==> src/mpc_pkg.sv <==
package mpc_pkg;

	// Fixed-point format: signed, FRAC_BITS fraction bits, range [-16, 16).
	localparam int FRAC_BITS = 26;
	localparam int FX_W      = FRAC_BITS + 5;
	localparam int PROD_W    = 2 * FX_W;
	localparam int SQ_W      = PROD_W - FRAC_BITS;

	// Field and register widths.
	localparam int PIX_W      = 12;
	localparam int DIM_W      = 13;
	localparam int LIMIT_W    = 16;
	localparam int COLOR_W    = 8;
	localparam int CFG_IDX_W  = 2;
	localparam int CFG_DATA_W = 16;

	// Coordinate divider: the real dividend is pixel_x*7 and the imaginary one pixel_y*2, both shifted by FRAC_BITS.
	localparam int DIV_NUM_W = PIX_W + 3 + FRAC_BITS;
	localparam int DIV_DEN_W = DIM_W + 1;
	localparam int DIV_CNT_W = $clog2(DIV_NUM_W);

	// Saturation input width, wide enough for every value that is clamped.
	localparam int SAT_W = DIV_NUM_W + 2;

	// Queue between the mapping front and the iteration back.
	localparam int QUEUE_DEPTH = 2;
	localparam int QPTR_W      = (QUEUE_DEPTH > 2) ? $clog2(QUEUE_DEPTH) : 1;

	// Register indexes of the configuration port.
	localparam logic [CFG_IDX_W-1:0] REG_IMAGE_WIDTH     = 2'd0;
	localparam logic [CFG_IDX_W-1:0] REG_IMAGE_HEIGHT    = 2'd1;
	localparam logic [CFG_IDX_W-1:0] REG_ITERATION_LIMIT = 2'd2;

	localparam logic [DIM_W-1:0]   IMAGE_WIDTH_RST     = 13'd640;
	localparam logic [DIM_W-1:0]   IMAGE_HEIGHT_RST    = 13'd400;
	localparam logic [LIMIT_W-1:0] ITERATION_LIMIT_RST = 16'd1000;

	localparam logic [COLOR_W-1:0] COLOR_INSIDE  = '0;
	localparam logic [COLOR_W-1:0] COLOR_OUTSIDE = '1;

	typedef logic signed [FX_W-1:0] fx_t;

	localparam fx_t FX_MAX = {1'b0, {(FX_W-1){1'b1}}};
	localparam fx_t FX_MIN = {1'b1, {(FX_W-1){1'b0}}};

	// A point c of the complex plane, handed from front to back.
	typedef struct packed {
		fx_t cr;
		fx_t ci;
	} mpc_point_t;

	// Fill status of the queue.
	typedef struct packed {
		logic full;
		logic empty;
	} mpc_q_stat_t;

	typedef enum logic [1:0] {
		FR_IDLE,
		FR_DIV_RE,
		FR_DIV_IM,
		FR_PUSH
	} mpc_front_state_t;

	typedef enum logic [1:0] {
		BK_IDLE,
		BK_MUL,
		BK_CHK
	} mpc_back_state_t;

	// Clamp a wide signed value into the fixed-point range.
	function automatic fx_t fx_sat(logic signed [SAT_W-1:0] v);
		logic signed [SAT_W-1:0] hi;
		logic signed [SAT_W-1:0] lo;
		hi = {{(SAT_W-FX_W){FX_MAX[FX_W-1]}}, FX_MAX};
		lo = {{(SAT_W-FX_W){FX_MIN[FX_W-1]}}, FX_MIN};
		if (v > hi) begin
			return FX_MAX;
		end else if (v < lo) begin
			return FX_MIN;
		end
		return v[FX_W-1:0];
	endfunction

endpackage

==> src/mpc_front.sv <==
module mpc_front (
	input  logic                           clk,
	input  logic                           arst_n,
	input  logic                           start,
	input  logic [mpc_pkg::PIX_W-1:0]      pixel_x,
	input  logic [mpc_pkg::PIX_W-1:0]      pixel_y,
	input  logic [mpc_pkg::DIM_W-1:0]      image_width,
	input  logic [mpc_pkg::DIM_W-1:0]      image_height,
	input  mpc_pkg::mpc_q_stat_t           q_stat,
	output logic                           busy,
	output logic                           push,
	output mpc_pkg::mpc_point_t            point
);
	import mpc_pkg::*;

	mpc_front_state_t state_q, state_nx;

	logic [DIV_CNT_W-1:0] cnt_q;
	logic [DIV_NUM_W-1:0] dq_q;
	logic [DIV_DEN_W-1:0] rem_q;
	logic [DIV_DEN_W-1:0] den_q;
	logic [PIX_W-1:0]     py_q;
	fx_t                  cr_q;
	fx_t                  ci_q;

	logic [DIV_DEN_W:0]   rem_sh;
	logic                 q_bit;
	logic [DIV_DEN_W-1:0] rem_nx;
	logic [DIV_NUM_W-1:0] dq_nx;
	logic                 div_last;
	logic [PIX_W+2:0]     px7;
	logic [DIM_W-1:0]     w_eff;
	logic [DIM_W-1:0]     h_eff;
	logic signed [SAT_W-1:0] re_wide;
	logic signed [SAT_W-1:0] im_wide;

	localparam logic signed [SAT_W-1:0] RE_OFFSET = SAT_W'(5) <<< (FRAC_BITS - 1);
	localparam logic signed [SAT_W-1:0] IM_OFFSET = SAT_W'(1) <<< FRAC_BITS;

	// One restoring division step: bring in the next dividend bit, subtract if it fits.
	always_comb begin
		rem_sh   = {rem_q, dq_q[DIV_NUM_W-1]};
		q_bit    = (rem_sh >= {1'b0, den_q});
		rem_nx   = q_bit ? DIV_DEN_W'(rem_sh - {1'b0, den_q}) : rem_sh[DIV_DEN_W-1:0];
		dq_nx    = {dq_q[DIV_NUM_W-2:0], q_bit};
		div_last = (cnt_q == DIV_CNT_W'(DIV_NUM_W - 1));
	end

	// Divisor and dividend preparation and quotient offsets; a zero dimension counts as one.
	always_comb begin
		px7     = ({3'b000, pixel_x} << 3) - {3'b000, pixel_x};
		w_eff   = (image_width == '0) ? DIM_W'(1) : image_width;
		h_eff   = (image_height == '0) ? DIM_W'(1) : image_height;
		re_wide = $signed({2'b00, dq_nx}) - RE_OFFSET;
		im_wide = $signed({2'b00, dq_nx}) - IM_OFFSET;
	end

	// Next state.
	always_comb begin
		state_nx = state_q;
		unique case (state_q)
			FR_IDLE: begin
				if (start) state_nx = FR_DIV_RE;
			end
			FR_DIV_RE: begin
				if (div_last) state_nx = FR_DIV_IM;
			end
			FR_DIV_IM: begin
				if (div_last) state_nx = FR_PUSH;
			end
			FR_PUSH: begin
				if (!q_stat.full) state_nx = FR_IDLE;
			end
			default: state_nx = FR_IDLE;
		endcase
	end

	// Outputs.
	always_comb begin
		busy     = (state_q != FR_IDLE);
		push     = (state_q == FR_PUSH) && !q_stat.full;
		point.cr = cr_q;
		point.ci = ci_q;
	end

	always_ff @(posedge clk or negedge arst_n) begin
		if (!arst_n) begin
			state_q <= FR_IDLE;
		end else begin
			state_q <= state_nx;
		end
	end

	// Divider datapath: real part first, then imaginary part.
	always_ff @(posedge clk) begin
		unique case (state_q)
			FR_IDLE: begin
				if (start) begin
					dq_q  <= {px7, {FRAC_BITS{1'b0}}};
					den_q <= {w_eff, 1'b0};
					rem_q <= '0;
					cnt_q <= '0;
					py_q  <= pixel_y;
				end
			end
			FR_DIV_RE: begin
				if (div_last) begin
					cr_q  <= fx_sat(re_wide);
					dq_q  <= {2'b00, py_q, 1'b0, {FRAC_BITS{1'b0}}};
					den_q <= {1'b0, h_eff};
					rem_q <= '0;
					cnt_q <= '0;
				end else begin
					dq_q  <= dq_nx;
					rem_q <= rem_nx;
					cnt_q <= cnt_q + 1'b1;
				end
			end
			FR_DIV_IM: begin
				dq_q  <= dq_nx;
				rem_q <= rem_nx;
				cnt_q <= cnt_q + 1'b1;
				if (div_last) ci_q <= fx_sat(im_wide);
			end
			FR_PUSH: begin
			end
			default: begin
			end
		endcase
	end

endmodule

==> config.mk <==
export PLATFORM = sky130hd
export DESIGN_NAME = mpc_front
export DESIGN_NICKNAME = d
export VERILOG_FILES = /design/src/mpc_pkg.sv /design/src/mpc_front.sv
export SDC_FILE = /design/constraint.sdc
export NUM_CORES = 1
export LEC_CHECK = 0
export CAP_MARGIN = 20
export CORE_MARGIN = 5
export CORE_UTILIZATION = 55
export CTS_BUF_LIST = sky130_fd_sc_hd__clkbuf_16
export DETAILED_ROUTE_END_ITERATION = 10
export DONT_BUFFER_PORTS = 1
export PLACE_DENSITY = 0.74
export SLEW_MARGIN = 20
export SYNTH_ARGS = -nofsm -noshare
export SYNTH_HDL_FRONTEND = slang
export SYNTH_SLANG_ARGS = --single-unit
export TNS_END_PERCENT = 1
==> constraint.sdc <==
create_clock -name clk -period 3.5 [get_ports clk]
set_input_delay 0.175 -clock clk [delete_from_list [all_inputs] [get_ports clk]]
set_output_delay 0.175 -clock clk [all_outputs]
set_load 0.01 [all_outputs]
# == Word-level counts from Yosys, hierarchy flattened ==
# Index checks and enable logic that the tools add are counted.
# classes
n_mux,34
eq_ne,8
n_reduce_logical,14
order_cmp,5
addsub,5
# ops
operator,count
$mux W31,6
$pmux W41 S3,1
$gt A42 B31 Y1 const B,2
$lt A42 B31 Y1 const B,2
$mux W41,2
$mux W14,5
$pmux W14 S3,1
$sub A41 B27 Y42 const B,1
$sub A41 B28 Y42 const B,1
$pmux W14 S2,1
$logic_not A13 Y1,2
$mux W13,2
$pmux W6 S3,1
$ge A15 B14 Y1,1
$sub A15 B12 Y15,1
$sub A14 B14 Y14,1
$mux W6,2
$mux W1,8
$mux W2,4
$ne A2 B2 Y1 const B,4
$pmux W2 S4,1
$reduce_and A2 Y1,4
$add A6 B1 Y6 const B,1
$eq A6 B6 Y1 const B,1
9 further kinds,11
# word_totals
inputBits,55
out_inout_bits,64
wordCells,74
reg_bits,151

# == Longest topological paths before layout ==
# depth
word_depth,8
mapped_depth,11

# == Worst setup path after synthesis ==
# Ideal clock, no wire load.
# synth_path
path_type,register -> register
start,reg state_q[0]
end,reg cnt_q[0] (enable)
path_stages_with_launch,6
arrival_time_ps,2573
path_slack_ps,510
cell_sequence,dfrtp_1 -> inv_1 -> ha_1 -> clkbuf_1 -> clkbuf_1 -> a21o_1
# synth_via
elab_chain_cells,3
word_cells_on_any_way,6
cone_classes,eq/ne (3); reduce/logical (3)
# synth_rtl
item,line,rtl
start: declaration,mpc_front.sv:16,"mpc_front_state_t state_q, state_nx;"
start signal: assignment,mpc_front.sv:90,state_q <= state_nx;
$eq A2 B2 Y1 (tied with other cells),mpc_front.sv:96,unique case (state_q)
$reduce_bool A3 Y1 (no source line) / $ne A2 B2 Y1 (equally long branches),n/a,
$reduce_and A2 Y1 (no source line) (*),n/a,
end signal: assignment,mpc_front.sv:116,cnt_q <= cnt_q + 1'b1;
end signal: assignment,mpc_front.sv:122,cnt_q <= cnt_q + 1'b1;
end: declaration,mpc_front.sv:18,logic [DIV_CNT_W-1:0] cnt_q;
# Mark *: on every way between the ends. The rest lies on a longest branch, timed or not.
# A chain may end at the register's enable or synchronous reset.

# == Worst setup path in the final report ==
# layout_path
start,reg dq_q[30]
end,reg ci_q[11] (data pin)
# layout_via
elab_chain_cells,7
word_cells_on_any_way,9
cone_classes,add/sub (1); order compare (2); mux (6)
# layout_rtl
item,line,rtl
start: declaration,mpc_front.sv:19,logic [DIV_NUM_W-1:0] dq_q;
start signal: assignment,mpc_front.sv:99,"dq_q <= {px7, {FRAC_BITS{1'b0}}};"
start signal: assignment,mpc_front.sv:109,"dq_q <= {2'b00, py_q, 1'b0, {FRAC_BITS{1'b0}}};"
start signal: assignment,mpc_front.sv:114,dq_q <= dq_nx;
$sub A41 B27 Y42 (*),mpc_front.sv:55,"im_wide = $signed({2'b00, dq_nx}) - IM_OFFSET;"
$lt A42 B31 Y1,mpc_pkg.sv:79,end else if (v < lo) begin
$mux W1,mpc_pkg.sv:79,
$mux W1,mpc_pkg.sv:77,if (v > hi) begin
$mux W1,mpc_front.sv:123,if (div_last) ci_q <= fx_sat(im_wide);
$mux W1,mpc_front.sv:96,
$mux W31 (*),mpc_pkg.sv:82,return v[FX_W-1:0];
end signal: assignment,mpc_front.sv:123,
end: declaration,mpc_front.sv:24,fx_t ci_q;
# Mark *: on every way between the ends. The rest lies on a longest branch, timed or not. The select of a mux whose other input is x is not followed.

==> impl_metrics.ini <==
[floorplanning]
start_util_pct = 55.8
core_um2 = 14500
ios = 119
die_area_um2 = 17200
die_w_um = 131
die_y_um = 131
fp-row-count = 44

[cells_and_area]
area_delta_synth_final_pct = 14.6
nNetsFinal = 843
seqCellArea_um2 = 4520
drive_above_1_share_pct = 10.1
n_fill_cell = 1080
multi_input_area_um2 = 3220
antenna_cells = 0

[clock_tree]
clock-sinks = 151
cts_max_path_buffers = 2
cts_setup_buffers = 0
clk-insertion-delay-late_ns = 0.42
clkTransAtPathRegs_ns = 0.06
holdBufCountCts = 39
cts_inserted_buffers = 17
h-tree-depth = 4
cts-root-buf = clkbuf_16
cts_resized = 0
cts_tree = built

[route]
ant_nets = 0
wl_per_cell_um = 18.5
wl_um = 17500
drt_iter0_markers = 445
drcViolationCount = 0
viasPerCell = 5.87
dr.pass1.iters = 5
num_vias = 5551

[sta]
finClkSkew_ns = 0.00920
worst_slew_pin_slew_ns = 0.705
setup_viol = 0
rsz0062_at_grt = false
period_needed_ns = 2.93
slew_viol_final = 0
fin_tns_setup_ns = 0
timing.hold.ws_ns = 0.0231
max-slew-margin-rel_pct = 52.5
hold_viol = 0
timing.fmax_mhz = 341
post-route-period-util_pct = 83.8

[flow_run]
cap_viol_max_count = 0

[logic_synthesis]
synth_common_cells = 149 x edfxtp_1, 83 x nor2_1, 49 x inv_1, 36 x a21o_1, 36 x ha_1
seq_area_frac_synth_pct = 56.0
syn_area_um2 = 8070
synth-seq-cells = 151
yosysWarnings = 0
synth_cell_types = 60
syn_avg_cell_area_um2 = 11.3
ys.flop_type = edfxtp_1
synth.most_common_cell = edfxtp_1
synth_cells = 712
synth_top_area_share_pct = 55.4
synth_edf_count = 149
synthArstFlopShare_pct = 1.32
syn-num-nets = 804
synth_top_area_cell = edfxtp_1
synthTopCellsByArea = edfxtp_1 55%, ha_1 5.6%, nor2_1 3.9%

[grt]
met3_usage_pct = 4.66
use_met1_pct = 26.6
gr-total-overflow = 0
grt_pass1_vias = 5463
grt_pass1_wl_um = 27900
grtUsageMet2_pct = 32.4
track_usage_pct = 20.0
antenna_found_initial = 0
busiest_layer = met2
grt_max_degree = 62

[worst_setup_path]
r2r_cells = 8
setup.worst_path.end_class = flop
start_kind = flop
cp.required_ns = 3.67
critPathArrivalTime_ns = 3.10
rrSetupSlack_ns = 0.57
critPathKind = reg2reg
cp_max_fo = 18

[power]
vdd_drop_max_mv = 0.858
power_leakage_uw = 0.00362
pwr_density_cell_nw_per_um2 = 956

[min_path]
holdPathStages = 2
hold_class = in2reg

[status]
status = completed

[placed_design]
dp_hpwl_um = 11900
io_buffers = 0
place_congestion = 0.846
[sequential cells by signal, summed over array words and instances (netlist names)]
register and count:
ci_q 31, den_q 14, cr_q 31, cnt_q 6, py_q 12, rem_q 14, dq_q 41, state_q 2
[final cells by class]
cell class | instances | area share [%]
Clock buffer | 17 | 4.60
Sequential cell | 151 | 48.9
Inverter | 49 | 1.99
Clock inverter | 13 | 1.66
Multi-Input combinational cell | 480 | 34.8
Tap cell | 184 | 2.49
Timing Repair Buffer | 52 | 5.55
[cell families (layout without fill, tap and decap cells)]
group | after synthesis | count (layout) | share of synthesized area, %
AO/OA/AOI/OAI | 141 | 141 | 11.8
multiplexers | 19 | 19 | 2.53
buffers and inverters | 81 | 131 | 4.12
XOR/XNOR | 38 | 38 | 4.12
AND/OR/NAND/NOR | 245 | 245 | 15.5
flip-flops | 151 | 151 | 56.0
adder cells (fa/ha/maj) | 37 | 37 | 5.83
[cells in the final DEF (no fill, tap or decap), types with 6 or more instances in the layout]
cell,count
edfxtp_1,149
nor2_1,83
inv_1,49
dlygate4sd3_1,39
ha_1,36
a21o_1,35
nand2_1,33
and2_1,31
a21oi_1,31
o21ai_0,23
xnor2_1,21
xor2_1,17
nor3_1,17
clkbuf_16,17
nand3_1,14
mux2_2,11
buf_4,11
nor2_2,10
and3_1,9
nand2b_1,9
nor4_1,8
nor2b_1,8
mux2i_1,8
a22oi_1,6
clkinv_2,6
[worst max-delay path, stage by stage (launching register included)]
cell,delay [ns]
edfxtp_1,0.52
nor4_4,0.53
nand2_1,0.18
xor2_1,0.15
a21oi_1,0.09
or4_1,0.55
nor2b_2,0.27
buf_12,0.22
a21o_1,0.16
[stage by stage]
step           cell area (um2)  cells  util, %  setup WS, ns  total power (uW)
3_5_place_dp              8280    877     57.2         0.583              6940
3_3_place_gp              8280    877     57.2         0.590              6780
4_1_cts                   9250    946     63.9         0.569              8870
6_report                  9250    946     63.9         0.568              8850
5_1_grt                   9250    946     63.9         0.410              9450
2_1_floorplan             8070    712        -         0.510              6040
[layer usage]
metal / vias up / wire length [um]
met5: - / 0
met4: 0 / 310
met3: 28 / 1200
met2: 245 / 8200
met1: 2631 / 7760
li1: 2647 / -
[power breakdown]
| group | switching [uW] | internal [uW] | total [uW] |
|---|---|---|---|
| Combinational | 2150 | 1480 | 3630 |
| Sequential | 491 | 2900 | 3390 |
| Clock | 713 | 1110 | 1820 |
| Total | 3350 | 5490 | 8850 |
[path summary, 6_finish.rpt]
kind | start | endpoint
max | dq_q[30] | ci_q[11]
min | image_height[1] | den_q[1]
max reg2reg | dq_q[30] | ci_q[11]
min reg2reg | py_q[9] | dq_q[36]
min in group asynchronous | arst_n | state_q[1]
max in group asynchronous | arst_n | state_q[0]
(Power assumes the default switching activity.)
