==> config.mk <==
export PLATFORM = sky130hd
export DESIGN_NAME = mpc_queue
export DESIGN_NICKNAME = d
export VERILOG_FILES = /design/src/mpc_pkg.sv /design/src/mpc_queue.sv
export SDC_FILE = /design/constraint.sdc
export NUM_CORES = 1
export LEC_CHECK = 0
export ABC_CLOCK_PERIOD_IN_PS = 5300
export BUFFER_PORTS_ARGS = -buffer_cell sky130_fd_sc_hd__buf_2
export CORE_ASPECT_RATIO = 0.75
export CORE_UTILIZATION = 52
export CTS_CLUSTER_SIZE = 20
export DETAILED_ROUTE_END_ITERATION = 8
export PLACE_DENSITY = 0.77
export SLEW_MARGIN = 10
export SYNTH_ARGS = -nofsm -noshare
export SYNTH_HDL_FRONTEND = slang
export SYNTH_SLANG_ARGS = --single-unit
==> constraint.sdc <==
create_clock -name clk -period 5.3 [get_ports clk]
set_clock_uncertainty 0.2 [all_clocks]
set_input_delay 1.06 -clock clk [delete_from_list [all_inputs] [get_ports clk]]
set_output_delay 1.06 -clock clk [all_outputs]
set_load 0.005 [all_outputs]
==> src/mpc_pkg.sv <==
package mpc_pkg;

	// Fixed-point format: signed, FRAC_BITS fraction bits, range [-16, 16).
	localparam int FRAC_BITS = 26;
	localparam int FX_W      = FRAC_BITS + 5;
	localparam int PROD_W    = 2 * FX_W;
	localparam int SQ_W      = PROD_W - FRAC_BITS;

	// Field and register widths.
	localparam int PIX_W      = 12;
	localparam int DIM_W      = 13;
	localparam int LIMIT_W    = 16;
	localparam int COLOR_W    = 8;
	localparam int CFG_IDX_W  = 2;
	localparam int CFG_DATA_W = 16;

	// Coordinate divider: the real dividend is pixel_x*7 and the imaginary one pixel_y*2, both shifted by FRAC_BITS.
	localparam int DIV_NUM_W = PIX_W + 3 + FRAC_BITS;
	localparam int DIV_DEN_W = DIM_W + 1;
	localparam int DIV_CNT_W = $clog2(DIV_NUM_W);

	// Saturation input width, wide enough for every value that is clamped.
	localparam int SAT_W = DIV_NUM_W + 2;

	// Queue between the mapping front and the iteration back.
	localparam int QUEUE_DEPTH = 2;
	localparam int QPTR_W      = (QUEUE_DEPTH > 2) ? $clog2(QUEUE_DEPTH) : 1;

	// Register indexes of the configuration port.
	localparam logic [CFG_IDX_W-1:0] REG_IMAGE_WIDTH     = 2'd0;
	localparam logic [CFG_IDX_W-1:0] REG_IMAGE_HEIGHT    = 2'd1;
	localparam logic [CFG_IDX_W-1:0] REG_ITERATION_LIMIT = 2'd2;

	localparam logic [DIM_W-1:0]   IMAGE_WIDTH_RST     = 13'd640;
	localparam logic [DIM_W-1:0]   IMAGE_HEIGHT_RST    = 13'd400;
	localparam logic [LIMIT_W-1:0] ITERATION_LIMIT_RST = 16'd1000;

	localparam logic [COLOR_W-1:0] COLOR_INSIDE  = '0;
	localparam logic [COLOR_W-1:0] COLOR_OUTSIDE = '1;

	typedef logic signed [FX_W-1:0] fx_t;

	localparam fx_t FX_MAX = {1'b0, {(FX_W-1){1'b1}}};
	localparam fx_t FX_MIN = {1'b1, {(FX_W-1){1'b0}}};

	// A point c of the complex plane, handed from front to back.
	typedef struct packed {
		fx_t cr;
		fx_t ci;
	} mpc_point_t;

	// Fill status of the queue.
	typedef struct packed {
		logic full;
		logic empty;
	} mpc_q_stat_t;

	typedef enum logic [1:0] {
		FR_IDLE,
		FR_DIV_RE,
		FR_DIV_IM,
		FR_PUSH
	} mpc_front_state_t;

	typedef enum logic [1:0] {
		BK_IDLE,
		BK_MUL,
		BK_CHK
	} mpc_back_state_t;

	// Clamp a wide signed value into the fixed-point range.
	function automatic fx_t fx_sat(logic signed [SAT_W-1:0] v);
		logic signed [SAT_W-1:0] hi;
		logic signed [SAT_W-1:0] lo;
		hi = {{(SAT_W-FX_W){FX_MAX[FX_W-1]}}, FX_MAX};
		lo = {{(SAT_W-FX_W){FX_MIN[FX_W-1]}}, FX_MIN};
		if (v > hi) begin
			return FX_MAX;
		end else if (v < lo) begin
			return FX_MIN;
		end
		return v[FX_W-1:0];
	endfunction

endpackage

==> src/mpc_queue.sv <==
module mpc_queue (
	input  logic                  clk,
	input  logic                  arst_n,
	input  logic                  push,
	input  mpc_pkg::mpc_point_t   push_data,
	input  logic                  pop,
	output mpc_pkg::mpc_point_t   pop_data,
	output mpc_pkg::mpc_q_stat_t  stat
);
	import mpc_pkg::*;

	mpc_point_t        mem_q [QUEUE_DEPTH];
	logic [QPTR_W-1:0] wptr_q;
	logic [QPTR_W-1:0] rptr_q;
	logic [QPTR_W:0]   fill_q;

	// Status and head of the queue.
	always_comb begin
		stat.full  = (fill_q == (QPTR_W+1)'(QUEUE_DEPTH));
		stat.empty = (fill_q == '0);
		pop_data   = mem_q[rptr_q];
	end

	// Pointers and fill level.
	always_ff @(posedge clk or negedge arst_n) begin
		if (!arst_n) begin
			wptr_q <= '0;
			rptr_q <= '0;
			fill_q <= '0;
		end else begin
			if (push) wptr_q <= (wptr_q == QPTR_W'(QUEUE_DEPTH - 1)) ? '0 : wptr_q + 1'b1;
			if (pop)  rptr_q <= (rptr_q == QPTR_W'(QUEUE_DEPTH - 1)) ? '0 : rptr_q + 1'b1;
			if (push && !pop) begin
				fill_q <= fill_q + 1'b1;
			end else if (pop && !push) begin
				fill_q <= fill_q - 1'b1;
			end
		end
	end

	// Entry storage.
	always_ff @(posedge clk) begin
		if (push) mem_q[wptr_q] <= push_data;
	end

endmodule

# Yosys cells after proc, flatten, opt, wreduce, memory -nomap -nowiden
# Memory sizes are Yosys's and may differ from the RTL's.
# Index checks and enable logic that the tools add are counted.
# totals
ff_bits,4
ramBits,124
input_bits,66
elab_cells,21
n_memories,1
# memory_table
name,depth,word_bits,read_ports,rd_ports_with_merged_regs,wr,line_no,text
mem_q,2,62,1,0,1,mpc_queue.sv:12,mpc_point_t mem_q [QUEUE_DEPTH];
# classes
n_addsub,4
eq_ne,1
mux,6
n_reduce_logical,6
# op_table
operator,count
2-to-1 mux 1 bit,4
2-to-1 mux 2 bit,2
"adder 1 bit, second input constant",2
"adder 2 x 1 -> 2 bit, second input constant",1
"== test 2 bit, second input constant",1
logical AND 1 bit,2
zero test 1 bit,2
zero test 2 bit,1
nonzero test 2 bit,1
"subtractor 2 x 1 -> 2 bit, second input constant",1

# Logic depth before layout (Yosys ltp)
# Gate-level depths: netlist (run 1).
# logic_depth
depth_word,4
depth_mapped,5
mapped_depth_nobuf,5

# Worst setup path after synthesis (run 1)
# OpenSTA, ideal clock, no wires.
# synth_path
kind,in2reg
from,input port push
to,"memory mem_q[0][0] (netlist bit), enable pin"
setup_ns,0.490
arrival_ns,3.789
t_required_ns,4.610
slack_ns,0.821
cell_stages,1
path_buffers,0
cell_sequence,nor2b_1
# synth_via
elab_chain_cells,2
# synth_rtl
element,line_no,text
"start, declared",mpc_queue.sv:4,"input logic push,"
2-to-1 mux 1 bit,mpc_queue.sv:43,if (push) mem_q[wptr_q] <= push_data;
2-to-1 mux 1 bit (not written as such),mpc_queue.sv:43,
"end, declared",mpc_queue.sv:12,
# No other way between the ends.

==> reports/qor.txt, run 1 <==
Design Power = 3356 µW
maxcap violations = 0
Setup crit start kind = flip-flop
largest net degree at the start of global routing = 64
DR vias = 2348
Detail Route Antenna Nets = 0
DIE WIDTH = 114.8 µm
post-route cell area = 0.006193 mm²
Slew @ Worst Pin = 1.148 ns
htree depth = 4
power per standard cell area = 541.8 mW/mm²
Crit path largest cell delay = 1.18 ns
worst-path maximum fanout = 63
Hold Path Class = in -> async
DIE AREA = 0.009939 mm²
setup_tns = 0 ns
initial antenna violation count = 0
die height = 86.59 µm
I/O Buffers = 129
fin crit share = 64.74%
Syn Std Cell Area = 0.004961 mm²
status = completed
Place WS = 2.245 ns
gp weighted congestion = 0.6841
layout cells sized above 1 = 61.10%
worst rel slew slack = 23.46%
CP cell instances = mux2_2, buf_2
Crit Path Category = reg -> out
per-cell routed wire length = 15.91 µm
final hold vios = 0
drt via density = 4.763
DP Area = 0.005663 mm²
Initial Util = 54.17%
CP Buf/Inv Count = 1
clock sinks = 128
post-synthesis sequential area ratio = 77.07%
Synth-to-Final Area Change = 24.84%
Slowest-stage cell, CP = dfrtp_4
most frequent cells in the layout = buf_2, edfxtp_1, mux2_4
CP endpoint kind = primary output
Mean Syn Cell Area = 23.74 µm²
Cells after DPL = 461
root buffer cell = clkbuf_16
number of buffers added for setup after CTS = 0
grt total ovfl = 0
register bit total from synthesis = 128
Setup WS post-layout = 1.869 ns
peak supply drop = 0.3954 mV
synthesized netlist net count = 276
ANT cells = 0
number of buffers created by CTS = 17
Core Area = 0.009159 mm²
post-route insts no fill = 493
DRC Markers = 0
CTS tree = done
Req. time, crit path = 4.04 ns
Final nets = 419
clock network latency to the later pin of the worst-skew pair = 0.39 ns
CTS Hold Bufs = 0
Reg clk slew, reported paths = 0.05 ns
YS warnings = 0
final-report setup violation count = 0
Worst EP arrival = 2.17 ns
leakage = 0.002530 µW
Post-Syn Instances = 209
I/O Pins = 130
GRT Overall Usage = 16.94%
post-CTS sizing = 0
Largest delay share family, worst path = flip-flops
leading cell type in the layout, fill and taps excluded = buf_2
Initial DRT Pass Iterations = 4
# rows = 30
unrepaired setup endpoints after global routing = false
post-synthesis cell type count = 13
number of DRC markers in iteration 0 = 119
Max Freq = 291.4 MHz
vias in the first global route = 2415
WL final = 7845 µm
Period minus WS final = 3.431 ns
clock tree buffer depth = 2
first-pass GRT wire length = 11850 µm
max-slew violations = 0
setup slack, reg-to-reg = 3.09 ns
per-layer routing:
layer	wire length [µm]	vias to the layer above	track usage (%)
met5	0	-	0
met4	64	0	5.667
met3	656	7	8.112
met2	3710	98	26.39
met1	3414	1128	20.98
li1	-	1115	-
stage by stage:
step                      hold WS [ns]  util, %
after floorplan                 0.2531        -
after global placement          0.2716    61.83
after detailed placement        0.3001    61.83
after CTS                       0.2423    67.62
after global routing            0.2385    67.62
final                           0.2569    67.62
kinds of logic (layout without fill, tap and decap cells):
| group | count (synthesis) | in the layout | synth area share [%] |
|---|---|---|---|
| mux | 62 | 62 | 18.54 |
| buf+inv | 8 | 164 | 2.724 |
| fa+ha+maj | 1 | 1 | 0.2522 |
| flops | 128 | 128 | 77.07 |
| xor+xnor | 5 | 5 | 0.8827 |
| simple gates | 5 | 5 | 0.5297 |
power by group:
part	switching, µW	internal, µW
combinational	288	517
sequential	182	1350
clock	388	634
total	857	2500
state kept, by name, indices dropped and copies added (netlist names):
name	flops
mem_q	124
fill_q	2
rptr_q	1
wptr_q	1
path summary, 6_finish.rpt:
check	start	endpoint	depth (start not counted)
max in group asynchronous	arst_n	rptr_q$_DFFE_PN0P_	1
min in group clk	fill_q[1]$_DFFE_PN0P_	fill_q[1]$_DFFE_PN0P_	1
setup reg to reg	wptr_q$_DFFE_PN0P_	mem_q[0][29]$_DFFE_PP_	2
hold / removal	arst_n	fill_q[1]$_DFFE_PN0P_	1
hold reg to reg	fill_q[1]$_DFFE_PN0P_	fill_q[1]$_DFFE_PN0P_	1
setup / recovery	rptr_q$_DFFE_PN0P_	pop_data[46]	2
final cells by class:
type	instances	area, µm²
flip-flops and latches	128	3827
fillers	646	2965
multi-input cells	73	1011
repair buffers	131	660.6
clock buffers	19	432.9
well taps	128	160.2
clock inverters	13	97.59
inverters	1	3.754
synthesized netlist by cell type:
| library cell | number | area, µm² |
|---|---|---|
| edfxtp_1 | 124 | 3724 |
| inv_1 | 1 | 3.750 |
| mux2_4 | 59 | 885.9 |
| and2_1 | 1 | 6.260 |
| ha_1 | 1 | 12.51 |
| buf_12 | 6 | 120.1 |
| mux2_2 | 3 | 33.78 |
| dfrtp_1 | 4 | 100.1 |
| nor2_1 | 2 | 7.510 |
| buf_6 | 1 | 11.26 |
| xnor2_1 | 1 | 8.760 |
| nor2b_1 | 2 | 12.51 |
| xor2_1 | 4 | 35.03 |
Note: power is estimated with default switching activity, not from simulation.
==> run 2, diff against run 1 <==
Settings changed: ABC_CLOCK_PERIOD_IN_PS 5300 to 2950, CORE_UTILIZATION 52 to 47, PLACE_DENSITY 0.77 to 0.73.
Clock period 5.3 ns to 2.95 ns, I/O delays scaled along.
==> reports/qor.txt, run 2 (same netlist as run 1, synthesis figures left out) <==
I/O Buffers = 129 (unchanged)
min-delay src = push_data[16]
Setup crit start kind = flip-flop (unchanged)
Cells after DPL = 474 (was 461)
post-route insts no fill = 505 (was 493)
Crit path largest cell delay = 0.70 ns (was 1.18 ns)
final hold slack = 0.1772 ns (was 0.2569 ns)
fin crit share = 90.21%
Final nets = 425 (was 419)
worst r2r src = wptr_q$_DFFE_PN0P_ (unchanged)
CP Buf/Inv Count = 2 (was 1)
GRT Overall Usage = 15.69% (was 16.94%)
largest net degree at the start of global routing = 37 (was 64)
CP endpoint kind = primary output (unchanged)
DR vias = 2401 (was 2348)
max reg flops = 124 (unchanged)
Crit Path Category = reg -> out (unchanged)
leading cell type in the layout, fill and taps excluded = buf_2 (unchanged)
Design Power = 6129 µW (was 3356 µW)
unrepaired setup endpoints after global routing = false (unchanged)
fillers = 751 (was 646)
first-pass GRT wire length = 12410 µm (was 11850 µm)
per-cell routed wire length = 16.10 µm (was 15.91 µm)
CP cell instances = buf_12, mux2_4, buf_2 (was mux2_2, buf_2)
number of DRC markers in iteration 0 = 197 (was 119)
status = completed (unchanged)
DRC Markers = 0 (unchanged)
max-slew violations = 0 (unchanged)
Largest delay share family, worst path = flip-flops (unchanged)
Slew @ Worst Pin = 0.6209 ns (was 1.148 ns)
final-report setup violation count = 0 (unchanged)
peak supply drop = 0.5492 mV (was 0.3954 mV)
Top Registers = mem_q: 124 flops, fill_q: 2 flops (unchanged)
Period minus WS final = 2.661 ns
clock sinks = 128 (unchanged)
Initial Util = 48.21% (was 54.17%)
final hold vios = 0 (unchanged)
I/O Pins = 130 (unchanged)
Detail Route Antenna Nets = 0 (unchanged)
worst-path maximum fanout = 27 (was 63)
ANT cells = 0 (unchanged)
Synth-to-Final Area Change = 26.56% (was 24.84%)
gp weighted congestion = 0.6738 (was 0.6841)
DIE WIDTH = 120.6 µm (was 114.8 µm)
Initial DRT Pass Iterations = 4 (unchanged)
WL final = 8130 µm (was 7845 µm)
clock network latency to the later pin of the worst-skew pair = 0.39 ns (about the same)
grt total ovfl = 0 (unchanged)
DIE AREA = 0.01097 mm² (was 0.009939 mm²)
vias in the first global route = 2429 (was 2415)
# rows = 32 (was 30)
power per standard cell area = 976.1 mW/mm² (was 541.8 mW/mm²)
root buffer cell = clkbuf_16 (unchanged)
maxcap violations = 0 (unchanged)
post-CTS sizing = 0 (unchanged)
Max Freq = 375.8 MHz
Worst EP arrival = 1.87 ns (was 2.17 ns)
Reg clk slew, reported paths = 0.05 ns (about the same)
die height = 90.98 µm (was 86.59 µm)
CP startpoint = rptr_q$_DFFE_PN0P_ (unchanged)
hpwl dp = 5344 µm
Reg with most FFs = mem_q (unchanged)
Req. time, crit path = 2.16 ns (was 4.04 ns)
Hold Path Class = in -> reg (was in -> async)
Core Area = 0.01029 mm² (was 0.009159 mm²)
CTS tree = done (unchanged)
leakage = 0.002570 µW (was 0.002530 µW)
drt via density = 4.754 (was 4.763)
most frequent cells in the layout = buf_2, edfxtp_1, mux2_4 (unchanged)
layout cells sized above 1 = 60.43% (was 61.10%)
number of buffers created by CTS = 17 (unchanged)
clock tree buffer depth = 2 (unchanged)
Slowest-stage cell, CP = dfrtp_4 (unchanged)
worst rel slew slack = 58.52% (was 23.46%)
setup_tns = 0 ns (unchanged)
initial antenna violation count = 0 (unchanged)
htree depth = 4 (unchanged)
register area = 0.003827 mm² (unchanged)
multi-input logic area = 0.001011 mm² (unchanged)
-- run 2: cell types whose count changed in the layout (fill, tap and decap cells not counted) --
cell           delta
buf_4             +3
clkinv_2          -3
buf_12            +2
clkinv_1          +2
clkinvlp_4        -2
bufinv_16         +1
clkbuf_1          +1
clkinv_4          -1
dlygate4sd3_1     +1
-- run 2: repair_timing --
item	4_1_cts	5_1_grt
buffers inserted	0	0
hold buffers	1	0
hold endpoints to repair	4	0
endpoints found under the setup margin	0	0
-- run 2: layer usage --
layer / vias up / share of wire [%] / track usage (%)
met5: - / 0 / 0
met4: 0 / 0.70 / 5.556
met3: 7 / 6.4 / 6.281
met2: 94 / 47 / 24.47
met1: 1177 / 46 / 19.91
li1: 1123 / - / -
-- run 2: metrics by stage --
step / cell area (µm²) / utilization, % / setup slack, ns
finish: 6279 / 61.02 / 0.2887
CTS: 6279 / 61.02 / 0.2498
global route: 6279 / 61.02 / 0.1911
detailed placement: 5736 / 55.74 / 0.6906
floorplan: 4964 / - / 0.1010
global placement: 5736 / 55.74 / 0.6984
-- run 2: worst paths after layout --
path                                     endpoint  slack (ns)  depth (start not counted)
min                        mem_q[1][16]$_DFFE_PP_        0.18                          1
min in group asynchronous   fill_q[1]$_DFFE_PN0P_        0.34                          2
max                                   pop_data[9]        0.29                          3
max reg2reg                mem_q[0][57]$_DFFE_PP_        1.09                          2
min reg2reg                 fill_q[1]$_DFFE_PN0P_        0.30                          1
max in group asynchronous      rptr_q$_DFFE_PN0P_        2.07                          2
-- run 2: power breakdown --
group / switching (µW) / leakage, µW / internal, µW
Sequential: 180 / 0.00121 / 2420
Combinational: 684 / 0.00110 / 958
Clock: 671 / 0.000257 / 1210
Total: 1540 / 0.00257 / 4590
-- run 2: area by class of cell --
type                            count  share of cell area (%)
Clock buffer                       20                   6.955
Sequential cell                   128                   60.96
Multi-Input combinational cell     73                   16.10
Timing Repair Buffer              137                   11.68
Inverter                            1                 0.05978
Clock inverter                     10                   1.534
Tap cell                          136                   2.710
